==> config.mk <==
export PLATFORM = sky130hd
export DESIGN_NAME = multilevel_priority_fifo_top
export DESIGN_NICKNAME = d
export VERILOG_FILES = /design/src/mlpq_pkg.sv /design/src/mlpq_store.sv /design/src/multilevel_priority_fifo_top.sv
export VERILOG_INCLUDE_DIRS = /design/src /design/src/src
export SDC_FILE = /design/constraint.sdc
export NUM_CORES = 2
export LEC_CHECK = 0
export BUFFER_PORTS_ARGS = -buffer_cell sky130_fd_sc_hd__buf_2
export CAP_MARGIN = 20
export CORE_UTILIZATION = 57
export DETAILED_ROUTE_END_ITERATION = 16
export PLACE_DENSITY_LB_ADDON = 0.05
export SKIP_LAST_GASP = 1
export SLEW_MARGIN = 40
export SYNTH_ARGS = -nofsm -noshare
export SYNTH_HDL_FRONTEND = slang
export SYNTH_HIERARCHICAL = 1
export SYNTH_SLANG_ARGS = --single-unit
==> constraint.sdc <==
create_clock -name clk_i -period 5.6 [get_ports clk_i]
set_input_delay 1.12 -clock clk_i [delete_from_list [all_inputs] [get_ports clk_i]]
set_output_delay 1.12 -clock clk_i [all_outputs]
set_load 0.05 [all_outputs]
==> src/multilevel_priority_fifo_top_defines.svh <==
// ----------------------------------------------------------------------------
// Multilevel priority FIFO assertion macros
// Shared concurrent assertion wrappers for the multilevel priority FIFO.
// ----------------------------------------------------------------------------
`ifndef MULTILEVEL_PRIORITY_FIFO_TOP_DEFINES_SVH
`define MULTILEVEL_PRIORITY_FIFO_TOP_DEFINES_SVH

// Clocked assertion with an explicit clock and active-low reset.
`define MLPQ_ASSERT_CLK(lbl, clk, rstn, prop, msg) \
  lbl: assert property (@(posedge clk) disable iff (!rstn) prop) else $error(msg);

// Clocked assertion on the block clock and reset.
`define MLPQ_ASSERT(lbl, prop, msg) \
  `MLPQ_ASSERT_CLK(lbl, clk_i, rst_ni, prop, msg)

`endif

==> src/mlpq_pkg.sv <==
// ----------------------------------------------------------------------------
// Multilevel priority FIFO package
// Payload types, operation codes and state codes shared by the block.
// ----------------------------------------------------------------------------
`timescale 1ns / 1ps

package mlpq_pkg;

  localparam int NUM_LEVELS_DEF  = 8;
  localparam int LEVEL_DEPTH_DEF = 16;
  localparam int ID_WIDTH_DEF    = 16;

  typedef enum logic [1:0] {
    KIND_PUSH = 2'd0,
    KIND_POP  = 2'd1,
    KIND_PEEK = 2'd2
  } kind_e;

  typedef enum logic [1:0] {
    ST_IDLE,
    ST_LVL,
    ST_RD,
    ST_HOLD
  } state_e;

  typedef struct packed {
    logic [1:0]  kind;
    logic [15:0] task_id;
    logic [3:0]  priority_req;
  } in_item_t;

  typedef struct packed {
    logic [15:0] served_task;
    logic        served_valid;
    logic [3:0]  served_level;
    logic [4:0]  level_count;
    logic [7:0]  total_count;
    logic        all_empty;
    logic        push_dropped;
  } out_item_t;

  typedef struct packed {
    logic wr;
    logic rd;
  } store_cmd_t;

endpackage

==> src/mlpq_store.sv <==
// ----------------------------------------------------------------------------
// Multilevel priority FIFO task store
// Single-port-write, single-port-read synchronous memory holding the task
// ids of all levels, addressed by level and slot.
// ----------------------------------------------------------------------------
`timescale 1ns / 1ps

module mlpq_store
  import mlpq_pkg::*;
#(
  parameter int NUM_LEVELS  = NUM_LEVELS_DEF,
  parameter int LEVEL_DEPTH = LEVEL_DEPTH_DEF,
  parameter int ID_WIDTH    = ID_WIDTH_DEF,
  localparam int LW = $clog2(NUM_LEVELS),
  localparam int PW = $clog2(LEVEL_DEPTH)
) (
  input  logic                clk_i,
  input  store_cmd_t          cmd_i,
  input  logic [LW-1:0]       lv_i,
  input  logic [PW-1:0]       idx_i,
  input  logic [ID_WIDTH-1:0] wdata_i,
  output logic [ID_WIDTH-1:0] rdata_o
);

  localparam int Size = NUM_LEVELS * LEVEL_DEPTH;
  localparam int AW   = $clog2(Size);

  logic [ID_WIDTH-1:0] mem [Size];
  logic [AW-1:0]       addr;
  logic [ID_WIDTH-1:0] rdata_q;

  assign addr = AW'(lv_i) * AW'(LEVEL_DEPTH) + AW'(idx_i);

  always_ff @(posedge clk_i) begin
    if (cmd_i.wr) begin
      mem[addr] <= wdata_i;
    end
    if (cmd_i.rd) begin
      rdata_q <= mem[addr];
    end
  end

  assign rdata_o = rdata_q;

endmodule

==> src/multilevel_priority_fifo_top.sv <==
// ----------------------------------------------------------------------------
// Multilevel priority FIFO
// Per-level task FIFOs with highest-level-first service.
// ----------------------------------------------------------------------------
// Usage: the input channel (in_valid_i, in_ready_o, in_data_i) takes one
// request (push, pop or peek); the output channel (out_valid_o, out_ready_i,
// out_data_o) returns one result for every request, in order.
// Per-level head, tail and fill live in a level-state memory; task ids live
// in a task store. Both are read through a registered read port.
// Result path: a push or a request that serves no task is answered from the
// level-state lookup; a pop or peek that returns a task is answered after
// the task store read (level-state read, then task store read).
// The block takes a new request only once the previous result has entered
// the output register; the serial level-state and task store reads pace it.
// Reset clears the level-state valid bits, the non-empty flags and the total
// count at once; the task store needs no clearing, so reset adds no pass.
// When the receiver stalls, the output register holds its result; the block
// still takes one more request and parks its finished result until the
// output register is free.
// ----------------------------------------------------------------------------
`timescale 1ns / 1ps
`include "multilevel_priority_fifo_top_defines.svh"

module multilevel_priority_fifo_top
  import mlpq_pkg::*;
#(
  parameter int NUM_LEVELS  = NUM_LEVELS_DEF,
  parameter int LEVEL_DEPTH = LEVEL_DEPTH_DEF,
  parameter int ID_WIDTH    = ID_WIDTH_DEF
) (
  input  logic      clk_i,
  input  logic      rst_ni,
  input  logic      in_valid_i,
  output logic      in_ready_o,
  input  in_item_t  in_data_i,
  output logic      out_valid_o,
  input  logic      out_ready_i,
  output out_item_t out_data_o
);

  localparam int LW = $clog2(NUM_LEVELS);
  localparam int PW = $clog2(LEVEL_DEPTH);
  localparam int FW = $clog2(LEVEL_DEPTH + 1);
  localparam int TW = $clog2(NUM_LEVELS * LEVEL_DEPTH + 1);
  localparam int EW = 2 * PW + FW;

  state_e state_q, state_d;

  in_item_t  item_q;
  logic [LW-1:0] op_lv_q;
  logic          any_q;

  logic [EW-1:0] lvl_mem [NUM_LEVELS];
  logic [NUM_LEVELS-1:0] lvl_vld_q;
  logic [EW-1:0] a_rd_q, b_rd_q;
  logic          a_vld_q, b_vld_q;

  logic [NUM_LEVELS-1:0] ne_q, ne_d;
  logic [TW-1:0] total_q, total_d;

  out_item_t res_q, res_d, res_lvl;
  out_item_t out_q, out_d;
  logic      out_valid_q, out_valid_d;
  logic      out_free;

  logic          accept;
  logic [31:0]   in_prio_m1;
  logic [LW-1:0] in_lv;
  logic [LW-1:0] top_lv;
  logic          any_ne;

  logic [EW-1:0] ent_a, ent_b;
  logic [PW-1:0] head_a, tail_a;
  logic [FW-1:0] fill_a, fill_b, fill_new;
  logic [PW-1:0] head_new, tail_new;
  logic [LW-1:0] lv_b;
  logic [31:0]   item_prio_m1;
  logic          prio_ok;
  logic          lvl_we;
  logic [EW-1:0] lvl_wdata;

  store_cmd_t          store_cmd;
  logic [PW-1:0]       store_idx;
  logic [31:0]         task_ext;
  logic [ID_WIDTH-1:0] store_rdata;
  logic [31:0]         rd_ext;
  logic [31:0]         lvl_ext;
  logic [31:0]         cnt_ext;
  logic [31:0]         tot_ext;

  function automatic logic [PW-1:0] next_slot(input logic [PW-1:0] idx);
    return (idx == PW'(LEVEL_DEPTH - 1)) ? '0 : idx + PW'(1);
  endfunction

  assign accept     = in_valid_i && in_ready_o;
  assign in_ready_o = (state_q == ST_IDLE);
  assign out_free   = !out_valid_q || out_ready_i;

  assign in_prio_m1 = 32'(in_data_i.priority_req) - 32'd1;
  assign in_lv      = in_prio_m1[LW-1:0];

  always_comb begin
    top_lv = '0;
    for (int i = 0; i < NUM_LEVELS; i++) begin
      if (ne_q[i]) begin
        top_lv = LW'(i);
      end
    end
  end

  assign any_ne = |ne_q;

  always_ff @(posedge clk_i) begin
    if (accept) begin
      item_q  <= in_data_i;
      op_lv_q <= (in_data_i.kind == KIND_PUSH) ? in_lv : top_lv;
      any_q   <= any_ne;
      a_rd_q  <= lvl_mem[(in_data_i.kind == KIND_PUSH) ? in_lv : top_lv];
      a_vld_q <= lvl_vld_q[(in_data_i.kind == KIND_PUSH) ? in_lv : top_lv];
      b_rd_q  <= lvl_mem[in_lv];
      b_vld_q <= lvl_vld_q[in_lv];
    end
    if (lvl_we) begin
      lvl_mem[op_lv_q] <= lvl_wdata;
    end
  end

  always_ff @(posedge clk_i or negedge rst_ni) begin
    if (!rst_ni) begin
      lvl_vld_q <= '0;
    end else if (lvl_we) begin
      lvl_vld_q[op_lv_q] <= 1'b1;
    end
  end

  assign ent_a  = a_vld_q ? a_rd_q : '0;
  assign ent_b  = b_vld_q ? b_rd_q : '0;
  assign head_a = ent_a[EW-1 -: PW];
  assign tail_a = ent_a[FW+PW-1 -: PW];
  assign fill_a = ent_a[FW-1:0];
  assign fill_b = ent_b[FW-1:0];

  assign item_prio_m1 = 32'(item_q.priority_req) - 32'd1;
  assign lv_b         = item_prio_m1[LW-1:0];
  assign prio_ok      = (item_q.priority_req != 4'd0) &&
                        (32'(item_q.priority_req) <= 32'(NUM_LEVELS));

  assign task_ext = 32'(item_q.task_id);

  mlpq_store #(
    .NUM_LEVELS  (NUM_LEVELS),
    .LEVEL_DEPTH (LEVEL_DEPTH),
    .ID_WIDTH    (ID_WIDTH)
  ) u_store (
    .clk_i   (clk_i),
    .cmd_i   (store_cmd),
    .lv_i    (op_lv_q),
    .idx_i   (store_idx),
    .wdata_i (task_ext[ID_WIDTH-1:0]),
    .rdata_o (store_rdata)
  );

  assign rd_ext = 32'(store_rdata);

  always_comb begin
    store_cmd = '0;
    store_idx = head_a;
    lvl_we    = 1'b0;
    head_new  = head_a;
    tail_new  = tail_a;
    fill_new  = fill_a;
    total_d   = total_q;
    ne_d      = ne_q;
    res_lvl   = '0;

    if (state_q == ST_LVL) begin
      case (item_q.kind) inside
        KIND_PUSH: begin
          if (!prio_ok || fill_a == FW'(LEVEL_DEPTH)) begin
            res_lvl.push_dropped = 1'b1;
          end else begin
            store_cmd.wr = 1'b1;
            store_idx    = tail_a;
            tail_new     = next_slot(tail_a);
            fill_new     = fill_a + FW'(1);
            total_d      = total_q + TW'(1);
            lvl_we       = 1'b1;
          end
        end
        KIND_POP, KIND_PEEK: begin
          if (any_q) begin
            store_cmd.rd         = 1'b1;
            res_lvl.served_valid = 1'b1;
            res_lvl.served_level = lvl_ext[3:0];
            if (item_q.kind == KIND_POP) begin
              head_new = next_slot(head_a);
              fill_new = fill_a - FW'(1);
              total_d  = total_q - TW'(1);
              lvl_we   = 1'b1;
            end
          end
        end
        default: begin
        end
      endcase
      if (lvl_we) begin
        ne_d[op_lv_q] = (fill_new != '0);
      end
      res_lvl.level_count = cnt_ext[4:0];
      res_lvl.total_count = tot_ext[7:0];
      res_lvl.all_empty   = (total_d == '0);
    end
  end

  assign lvl_ext   = 32'(op_lv_q) + 32'd1;
  assign cnt_ext   = !prio_ok ? 32'd0 :
                     (lvl_we && op_lv_q == lv_b) ? 32'(fill_new) : 32'(fill_b);
  assign tot_ext   = 32'(total_d);
  assign lvl_wdata = {head_new, tail_new, fill_new};

  always_comb begin
    state_d     = state_q;
    res_d       = res_q;
    out_d       = out_q;
    out_valid_d = out_valid_q && !out_ready_i;
    unique case (state_q)
      ST_IDLE: begin
        if (accept) begin
          state_d = ST_LVL;
        end
      end
      ST_LVL: begin
        res_d = res_lvl;
        if (store_cmd.rd) begin
          state_d = ST_RD;
        end else if (out_free) begin
          out_d       = res_lvl;
          out_valid_d = 1'b1;
          state_d     = ST_IDLE;
        end else begin
          state_d = ST_HOLD;
        end
      end
      ST_RD: begin
        res_d.served_task = rd_ext[15:0];
        if (out_free) begin
          out_d       = res_d;
          out_valid_d = 1'b1;
          state_d     = ST_IDLE;
        end else begin
          state_d = ST_HOLD;
        end
      end
      ST_HOLD: begin
        if (out_free) begin
          out_d       = res_q;
          out_valid_d = 1'b1;
          state_d     = ST_IDLE;
        end
      end
      default: begin
        state_d = ST_IDLE;
      end
    endcase
  end

  always_ff @(posedge clk_i or negedge rst_ni) begin
    if (!rst_ni) begin
      state_q     <= ST_IDLE;
      out_valid_q <= 1'b0;
      ne_q        <= '0;
      total_q     <= '0;
    end else begin
      state_q     <= state_d;
      out_valid_q <= out_valid_d;
      ne_q        <= ne_d;
      total_q     <= total_d;
    end
  end

  always_ff @(posedge clk_i) begin
    res_q <= res_d;
    out_q <= out_d;
  end

  assign out_valid_o = out_valid_q;
  assign out_data_o  = out_q;

  `MLPQ_ASSERT(a_accept_to_lvl, accept |=> (state_q == ST_LVL), "Transfer did not start a lookup")
  `MLPQ_ASSERT(a_rd_nonempty, store_cmd.rd |-> ne_q[op_lv_q], "Task read from an empty level")
  `MLPQ_ASSERT(a_total_vs_ne, (total_q == '0) == (ne_q == '0), "Total count and level flags disagree")
  `MLPQ_ASSERT(a_drop_no_write, res_lvl.push_dropped |-> !lvl_we && !store_cmd.wr, "Dropped push changed state")

endmodule

Yosys cells after proc, flatten, opt, wreduce, memory -nomap -nowiden --
Memories as Yosys holds them, arrays and structs flattened. A register that Yosys moved wholly into a read port is not among the register bits. Index checks and enable logic that the tools add are counted.
Storage, ports and cells: register bits after elaboration 127, RAM bits 2152, memories 2, word-level logic and storage cells 163
Cells by class: order comparisons 5, reduce and logical (&&, ||, !) cells 24, add/subtract/negate cells 10, eq/ne operators 14, muxes and demuxes 81, bitwise gates (word level) 1
Memories:
- u_store.mem | words 128, width 16, read ports 1, clocked after Yosys merged registers in 1, wr ports 1, line mlpq_store.sv:28 | logic [ID_WIDTH-1:0] mem [Size];
- lvl_mem | words 8, width 13, read ports 2, clocked after Yosys merged registers in 2, wr ports 1, line multilevel_priority_fifo_top.sv:53 | logic [EW-1:0] lvl_mem [NUM_LEVELS];
Operators by type and width (count):
- $mux 36 | 4
- $pmux 36 s3 | 1
- $mux 5 | 13
- $mux 8 | 7
- $mux 4 | 13
- $pmux 16 s2 | 1
- $mux 1 | 23
- $mux 3 | 7
- $mux 13 | 1
- $lt 3x4->1 const B | 3
- $mux 2 | 5
- $add 4x1->4 const B | 2
- $add 8x1->8 const B | 1
- $bwmux 8 | 1
- $eq 4x4->1 const B | 2
- $logic_not 8->1 | 1
- $ne 2x2->1 const B | 4
- $or 8x8->8 | 1
- $pmux 2 s4 | 1
- $reduce_or 8->1 | 1
- $sub 8x1->8 const B | 1
- $add 7x4->7 | 1
- $bmux 1 s3 | 2
- $eq 2x2->1 const B | 3
- 23 further kinds | 36

Longest topological paths before layout --
depth in word-level cells 14, mapped depth 21, gate-level depth less buffers 15

Cells and area by module --
The synthesis kept the hierarchy.
Modules (own cells, without submodules):
- mlpq_store | instances 1, cells an instance 4623, area each 79022.0 um2, seq. area each 61979.4 um2
- multilevel_priority_fifo_top | instances 1, cells an instance 831, area each 11235.8 um2, seq. area each 7342.0 um2

Worst setup path before layout --
Ideal clock, no wire load.
path type reg-to-reg, start point register state_q[1], end point memory u_store/mem[102][0] in the netlist's numbering (enable), slack 0.918 ns, cell stages (with the launch flop) 15, library setup time 0.388 ns, path buffers 8, arrival 4.294 ns, cells stage by stage dfrtp_1 inv_1 ha_1 clkbuf_1 nand4_2 o21ai_0 buf_4 buf_2 buf_4 buf_2 buf_2 buf_2 nand3_1 clkbuf_1 nor2_1
On the way: elaborated cells between the ends (all ways) 6, classes of those cells add/sub (1); eq/ne (1); mux (4)
RTL lines:
- from (decl) | line multilevel_priority_fifo_top.sv:47 | state_e state_q, state_d;
- from (signal assigned) | line multilevel_priority_fifo_top.sv:274 | state_q <= state_d;
- $eq 2x1->1 | line multilevel_priority_fifo_top.sv:176 | if (state_q == ST_LVL) begin
- $mux 4 | line multilevel_priority_fifo_top.sv:176
- via store_idx[1] | line multilevel_priority_fifo_top.sv:83 | logic [PW-1:0] store_idx;
- $add 7x4->7 | line mlpq_store.sv:32 | assign addr = AW'(lv_i) * AW'(LEVEL_DEPTH) + AW'(idx_i);
- to (decl) | line mlpq_store.sv:28
The timed path passes the listed nets, and every way through them passes these cells.

Worst setup path after layout --
start point register a_rd_q[2], read port of lvl_mem, end point register u_store.rdata_q[9], in the netlist u_store/rdata_o[9], read port of u_store.mem (data pin)
On the way: word-level cells in the longest chain between the ends 7
Ends and longest elaborated chain:
- from (decl) | line multilevel_priority_fifo_top.sv:55 | logic [EW-1:0] a_rd_q, b_rd_q;
- $mux 13 | line multilevel_priority_fifo_top.sv:136 | assign ent_a = a_vld_q ? a_rd_q : '0;
- $eq 5x5->1 | line multilevel_priority_fifo_top.sv:179 | if (!prio_ok || fill_a == FW'(LEVEL_DEPTH)) begin
- $logic_or 1x1->1 | line multilevel_priority_fifo_top.sv:179
- $mux 4 | line multilevel_priority_fifo_top.sv:179
- $mux 4 | line multilevel_priority_fifo_top.sv:177 | case (item_q.kind) inside
- $mux 4 | line multilevel_priority_fifo_top.sv:176
- via store_idx[2] | line multilevel_priority_fifo_top.sv:83
- $add 7x4->7 | line mlpq_store.sv:32
- to (decl) | line mlpq_store.sv:30 | logic [ID_WIDTH-1:0] rdata_q;
The timed path passes the listed nets, and every way through them passes these cells. A chain may end at the register's enable or synchronous reset.

==> results.toml <==
[status]
status = "complete, no violations"

[clock_tree]
cts_resized = 0
numCtsBuffers = 223
cts_max_level = 4
cts-root-buf = "clkbuf_16"
cts_tree = "built"
post_cts_buffers = 0
cts_buffer_depth = 3
clk_latency_ns = 0.87
cts_sinks = 2313
clk_pin_slew_ns = 0.06
postCtsHoldBufs = 0

[flow_run]
drv_cap = 0

[min_path]
hold_class = "input port to asynchronous set/reset pin"

[global_routing]
gr-total-overflow = 0
grt_pass1_wl_mm = 412
antenna_found_initial = 13
grt_pass1_vias = 54400
grt_max_degree = 129
gr-usage-all-layers_pct = 36.8

[setup_path]
crit_slowest_cell = "a222oi_1"
start_kind = "register"
cp_common_cell = "buf_4"
crit_fanout = 17
path_class = "register to register"
arrival_ns = 6.12
endpoint_kind = "register"
cpPeakStageDelay_ns = 0.81
crit_family = "simple AND/OR/NAND/NOR gates"
worstPathRequired_ns = 6.20
crit_chain = "or3_4 > or3_1 > nand4_2 > a21oi_1 > nor2b_4 > buf_12 > buf_4 > and3b_4 > buf_4 > a222oi_1 > nor2_2 > a211oi_2 > nor3_1 > or4b_1"
path_buf_inv = 3

[logic_synthesis]
synth_edf_count = 2286
synth_area_per_cell_sq_um = 16.5
ys.flop_type = "edfxtp_1"
postSynthCellCount = 5454
synth_area_sq_um = 90300
synth_area_leaders = "edfxtp_1 (76%), a221oi_1 (5.2%), mux2_2 (2.0%)"
synth_top_cell_by_area = "edfxtp_1"
yosysMostFrequentCell = "edfxtp_1"
synthArstFlopShare_pct = 1.17
synth_top_area_share_pct = 76.1
synth.distinct_cells = 86
seq_area_frac_synth_pct = 76.8
synth_seq_cells = 2313
ys_warn_count = 6
synth_common_cells = "edfxtp_1 (2,286), a221oi_1 (535), nor2_1 (391)"
syn_nets = 5495

[placed_design]
dp_slack_ns = 0.0750
place.gp.congestion = 0.976
dp_hpwl_mm = 183
port_buffers = 63

[layout]
drive_above_1_share_pct = 19.7
nets = 5863
syn2layout_area_growth_pct = 14.4
fillCellCount = 10800

[die]
fp.coreArea_sq_um = 157000
die_y_um = 400
start_util_pct = 57.6
io_pins = 64
rows = 145
die_w_um = 400
die_area_sq_um = 160000

[routing]
ant_nets = 0
routed_wl_mm = 294
vias = 57400
dr.pass1.iters = 6
drc_errors = 0
vias_per_cell = 7.11
route.detailed.wl_per_inst_um = 36.4
drt_iter0_markers = 8896

[sta]
tightest_slew_ns = 1.02
clock_skew_ns = 0.0338
slew_headroom_pct = 32.3
finalCritPeriodShare_pct = 98.6
setup_viol = 0
finalSetupTns_ns = 0
final_hold_viol_count = 0
period_needed_ns = 5.52
fmax_mhz = 181
worst_slack_ns = 0.0776
drv_slew = 0
rsz0062_at_grt = "no"

[power]
leakage_nw = 33.2
ir_drop_v = 0.000415
p_total_mw = 53.0
power_density_nw_per_um2 = 514
[placed cells by master, fill, tap and decap left out, types with 59 or more instances in the layout]
cell,n
buf_4,430
o22ai_1,68
nor2_1,354
mux2i_1,83
a22oi_1,178
mux2_2,160
buf_2,64
nand2_1,191
clkbuf_1,59
clkbuf_16,225
o21ai_0,162
edfxtp_1,2286
and2_1,84
a21oi_1,238
a221oi_1,535
[final cells by class]
type                    count  area, sq um  share of cell area (%)
flip-flops and latches   2313        69300                    67.1
multi-input cells        2697        19400                    18.8
clock buffers             286         5880                    5.69
repair buffers            563         4840                    4.68
well taps                2058         2570                    2.49
clock inverters           126         1120                    1.09
inverters                  24          100                  0.0969
diodes                      2         5.00                 0.00485
[path summary, 6_finish.rpt]
check                           slack (ns)                     start                      endpoint  depth (start not counted)
worst max-delay path                  0.08       a_rd_q[2]$_DFFE_PP_  u_store/rdata_o[9]$_DFFE_PP_                         14
worst min-delay path                  0.33                    rst_ni           ne_q[3]$_DFFE_PN0P_                          1
worst max register to register        0.08       a_rd_q[2]$_DFFE_PP_  u_store/rdata_o[9]$_DFFE_PP_                         14
worst min register to register        0.49  lvl_vld_q[3]$_DFFE_PN0P_      lvl_vld_q[3]$_DFFE_PN0P_                          1
max in group asynchronous             4.79                    rst_ni         out_valid_o$_DFF_PN0_                          1
min in group clk_i                    0.44             in_data_i[17]          item_q[17]$_DFFE_PP_                          1
[power by group]
group	switching (mW)	total, mW	internal, mW
combinational	12.4	17.6	5.15
clock	6.43	14.6	8.22
sequential	0.323	20.8	20.5
total	19.2	53.0	33.9
[stage by stage]
stage / std cells / area [sq um] / util (%) / hold slack, ns
global placement: 7646 / 96000 / 61.2 / 0.470
CTS: 8067 / 103000 / 65.8 / 0.300
global route: 8067 / 103000 / 65.9 / 0.359
detailed placement: 7655 / 96200 / 61.4 / 0.477
finish: 8069 / 103000 / 65.9 / 0.326
floorplan: 5454 / 90300 / - / 0.448
[flip-flops by register name, summed over array words and instances (netlist names), 2 cells and up]
register         cells
item_q              22
lvl_mem            104
out_data_o          36
u_store/rdata_o     16
b_rd_q               5
lvl_vld_q            8
u_store/mem       2048
state_q              2
op_lv_q              3
total_q              8
ne_q                 8
a_rd_q              13
res_q               36
[layer usage]
metal | GRT usage, % | up-vias | part of all wire [%] | wire length (um)
met1 | 50.8 | 29300 | 37 | 108000
li1 | - | 23200 | - | -
met2 | 54.2 | 4134 | 44 | 130000
met3 | 10.0 | 733 | 13 | 39000
met5 | 0 | - | 0.019 | 56
met4 | 18.2 | 10 | 5.7 | 16600
[cell families after synthesis]
family | count (synthesis) | synth area share [%]
xor+xnor | 28 | 0.280
mux | 284 | 3.87
buf+inv | 444 | 2.13
fa+ha+maj | 15 | 0.208
flops | 2313 | 76.8
simple gates | 892 | 4.53
compound gates | 1478 | 12.2
(Power assumes the default switching activity.)
